### src/ibh_ram.sv
`timescale 1ns / 1ps
// ============================================================================
// ibh_ram
// Generic synchronous RAM, one write port, one registered read port.
// ============================================================================
module ibh_ram #(
    parameter int ADDR_W = 8,
    parameter int DATA_W = 8
) (
    input  logic              clk,
    input  logic              we,
    input  logic [ADDR_W-1:0] waddr,
    input  logic [DATA_W-1:0] wdata,
    input  logic [ADDR_W-1:0] raddr,
    output logic [DATA_W-1:0] rdata
);
    logic [DATA_W-1:0] mem [0:(1<<ADDR_W)-1];

    always_ff @(posedge clk)
    begin
        if (we)
        begin
            mem[waddr] <= wdata;
        end
        rdata <= mem[raddr];
    end
endmodule

### config.mk
export PLATFORM = sky130hd
export DESIGN_NAME = ibh_ram
export DESIGN_NICKNAME = d
export VERILOG_FILES = /design/src/ibh_ram.sv
export SDC_FILE = /design/constraint.sdc
export NUM_CORES = 2
export LEC_CHECK = 0
export BUFFER_PORTS_ARGS = -buffer_cell sky130_fd_sc_hd__buf_4
export CAP_MARGIN = 5
export CORE_MARGIN = 1.5
export CORE_UTILIZATION = 55
export CTS_CLUSTER_DIAMETER = 40
export DETAILED_ROUTE_END_ITERATION = 8
export PLACE_DENSITY_LB_ADDON = 0.1
export RECOVER_POWER = 50
export REMOVE_ABC_BUFFERS = 1
export SLEW_MARGIN = 20
export SYNTH_ARGS = -nofsm -noshare
export SYNTH_HDL_FRONTEND = slang
export SYNTH_SLANG_ARGS = --single-unit
export TNS_END_PERCENT = 50
### constraint.sdc
create_clock -name clk -period 6.55 [get_ports clk]
set_input_delay 1.31 -clock clk [delete_from_list [all_inputs] [get_ports clk]]
set_output_delay 1.31 -clock clk [all_outputs]
set_load 0.02 [all_outputs]
Word level (Yosys, flattened, before mapping)
Memories as Yosys holds them, arrays and structs flattened. A register that Yosys moved wholly into a read port is not among the register bits.
Cells that the tools add are included.
{"block": "word_totals", "mem_count": 1, "out_inout_bits": 8, "word_cells": 3, "register_bits": 0, "mem_bits_rw": 2048}
{"name": "mem", "depth": 256, "word_bits": 8, "read_ports": 1, "rd_ports_with_merged_regs": 1, "write_ports": 1, "line": "17", "rtl": "logic [DATA_W-1:0] mem [0:(1<<ADDR_W)-1];"}
{"block": "classes", "n_mux": 2}
{"cell": "$mux W1", "count": 2}

Longest topological paths before layout
{"block": "logic_depth", "word_depth": 2, "mapped_depth": 11, "ltp_nobuf": 6}

Worst setup path before layout
No wires, ideal clock.
{"block": "synth_path", "kind": "input-to-reg", "startpoint": "input raddr[0]", "endpoint": "register rdata[2] (read register of mem)", "required_ns": 6.419, "path_stages": 9, "setup_slack_ns": 3.302, "t_arrival_ns": 3.117, "cell_sequence": "buf_6 buf_12 buf_8 buf_2 mux4_2 a22oi_1 a21oi_1 nor4_1 nor4_2"}
{"item": "start, declared", "line": "14", "rtl": "input logic [ADDR_W-1:0] raddr,"}
{"item": "end, declared", "line": "15", "rtl": "output logic [DATA_W-1:0] rdata"}

Worst setup path in the final report
{"block": "layout_path", "startpoint": "input wdata[1]", "endpoint": "memory mem[191][1], data pin"}
{"item": "start, declared", "line": "13", "rtl": "input logic [DATA_W-1:0] wdata,"}
{"item": "end, declared", "line": "17"}
Straight into the memory's write port.

==> results by group <==
Global route
  – Initial antenna violation count: 6
  – Grt peak-use layer: met2
  – Pin count of the biggest net entering global routing: 201
  – GR Util met2: 43.0%
  – First-pass GRT wire length: roughly 290 mm
  – Grt ovf: 0
  – Gr usage total: around 28%
  – Vias in the first global route: 39,667
  – M1 GR Usage: around 39%
  – Met3 Resource Use GR: a little under 7%

Worst setup path
  – Worst Path Arrival: 4.86 ns
  – Crit-path cells: clkbuf_8 -> clkbuf_1
  – Crit path max-delay family: buffers and inverters
  – CP Max Fanout: between 100 and 150
  – Worst Path Buf+Inv: 2
  – Slowest cell delay on critical path: approximately 2.8 ns
  – CP endpoint kind: flop
  – Worst Path Class, Setup: primary input to flop
  – WP data required: 6.60 ns
  – Worst setup SP type: primary input
  – Critical path's slowest cell: clkbuf_1

CTS
  – CTS tree: done
  – Num CTS Buffers: 234
  – H-tree depth: 4
  – Clock root buffer master: clkbuf_16
  – PostCTS Resize Cnt: 0
  – Clock Path Buffers: 3
  – Clock Pin Slew Worst Setup and Hold Paths: 0.06 ns
  – Worst skew pair latency: 0.85 ns
  – Buffer count from post-CTS setup fixing: 0
  – Hold bufs inserted after CTS: 0
  – Clock sinks: 2,056

Synthesis
  – Main synth FF type: edfxtp_1
  – Yosys reg bits: 2,056
  – Ys Warns: 0
  – Post-synth cell types: 55
  – Count of flip-flops with a built-in enable after synthesis: 2,048
  – Largest area contributor in the synthesized netlist: edfxtp_1
  – Synthesized instance count: 3,733
  – Mapped cell area: 0.0796 mm2
  – Syn Area/Cell: 21.3 um2
  – Sequential share of the synthesized area: 77.5%
  – Post-synth top area share: between 70 and 80%
  – Largest cells by area after synthesis: edfxtp_1, mux4_2, mux2i_1
  – Post-synthesis async set-or-reset flop share: 0%

STA
  – # setup viols final: 0
  – F_max: 208 MHz
  – Worst Tran Pin Value: roughly 4.0 ns
  – Final Hold Fails: 0
  – Clock Skews: between 0.03 and 0.04 ns
  – RSZ-0062 raised after global routing: false
  – Count of pins over their slew limit: 1,020
  – Slew margin rel.: -166%
  – Setup ws final: 1.74 ns
  – Period utilisation layout: 73.5%
  – Setup TNS: 0 ns
  – Fin crit period: 4.81 ns

Floorplanning
  – # IOs: 34
  – Die ar.: 0.147 mm2
  – Starting density of the core: 55.4%
  – Core Box Area: 0.144 mm2
  – Row count: 139
  – Die X: 383 um
  – Die Y-Extent: 383 um

Final layout
  – Layout cell share with drive strength beyond 1: about a quarter
  – Final nets: 3,882
  – Most frequent cells in the layout: edfxtp_1, mux4_2, nor2_1
  – Fillers: 9,795
  – Commonest non-fill, non-tap cell in the layout: edfxtp_1
  – Area grow syn2layout: 12.6%

Detailed routing
  – DRC Markers: 16
  – Detailed router's first-iteration violation count: 5,012
  – ANT nets after route: 0
  – Wire length per cell: between 30 and 40 um
  – Drt via density: around 6.6
  – Routed Wire Length: 200 mm
  – Routed via count: 39,253
  – DR pass1 iterations: 7

Power
  – Pwr dens: 324 mW/mm2
  – Sequential power share: between 50% and 60%
  – Sw frac: a little over a fifth
  – P_sw: 6.30 mW
  – Internal power: 22.8 mW
  – Gate power share: about 4.5%
  – Total Power: between 20 and 30 mW
  – Power share of the clock group: 45.4%
  – LEAKAGE: 27.7 nW
  – Max VDD drop: 0.296 mV

Run
  – Max Cap Violations: 12

Outcome
  – Failing checks: design-rule violations, max-capacitance violations, max-slew violations
  – Status: finished, violations left

Placed design
  – Detailed-placement wirelength estimate: between 100 and 150 mm
  – Pre-CTS setup slack: 1.47 ns
  – Routability cong.: between 0.8 and 0.9
  – IO Port Bufs: 33

Min path
  – Worst min path class: flop to flop
[cell families after synthesis]
family / count (synthesis) / synth area share, %
buf+inv: 235 / 1.83
simple gates: 466 / 2.63
flops: 2056 / 77.5
mux: 591 / 14.6
compound gates: 385 / 3.42
[routing by layer]
layer	routed length, um	vias up
li1	-	16010
met1	79200	20906
met2	95900	1996
met3	19300	337
met4	5460	4
met5	21	-
[state kept, by name, indices dropped and copies added (netlist names)]
| name | flops |
|---|---|
| mem | 2048 |
| rdata | 8 |
[cells in the mapped netlist (22+ instances only)]
library cell and count:
a21oi_1 96, a22oi_1 133, buf_1 22, buf_2 31
buf_4 27, clkbuf_1 111, edfxtp_1 2048, mux2i_1 134
mux4_2 454, nand2_1 33, nand3_1 34, nor2_1 282
nor2b_1 31, nor3_1 22, nor4_1 24, o221ai_1 46
o22ai_1 28
[metrics by stage]
stage	utilization, %	cell area (um2)	hold WS, ns	instances
finish	62.3	89600	1.05	5966
global route	62.3	89600	1.12	5963
CTS	62.4	89600	0.942	5960
detailed placement	56.9	81700	1.02	5521
global placement	56.9	81700	0.996	5521
floorplan	-	78100	0.763	3500
[power groups by stage]
stage | registers [mW] | logic, mW | clock network [mW]
global placement | 14.8 | 1.28 | 0
finish | 14.6 | 1.30 | 13.2
detailed placement | 14.8 | 1.30 | 0
CTS | 14.5 | 1.31 | 13.3
global route | 14.6 | 1.36 | 13.8
floorplan | 14.8 | 0.509 | 0
[worst paths after layout]
check	end	startpoint	slack, ns	depth (start not counted)
setup / recovery	mem[191][1]	wdata[1]	1.74	2
hold / removal	rdata[3]	mem[41][3]	1.05	6
setup reg to reg	rdata[3]	mem[26][3]	3.41	6
hold reg to reg	rdata[3]	mem[41][3]	1.05	6
[layout make-up]
type,count,area [um2],area share [%]
multi-input cells,1442,16500,18.4
clock inverters,172,1860,2.08
well taps,1903,2380,2.66
repair buffers,120,1080,1.20
inverters,2,7.51,0.00838
clock buffers,267,6060,6.77
diodes,4,10.0,0.0112
flip-flops and latches,2056,61700,68.8
(Power assumes the default switching activity.)
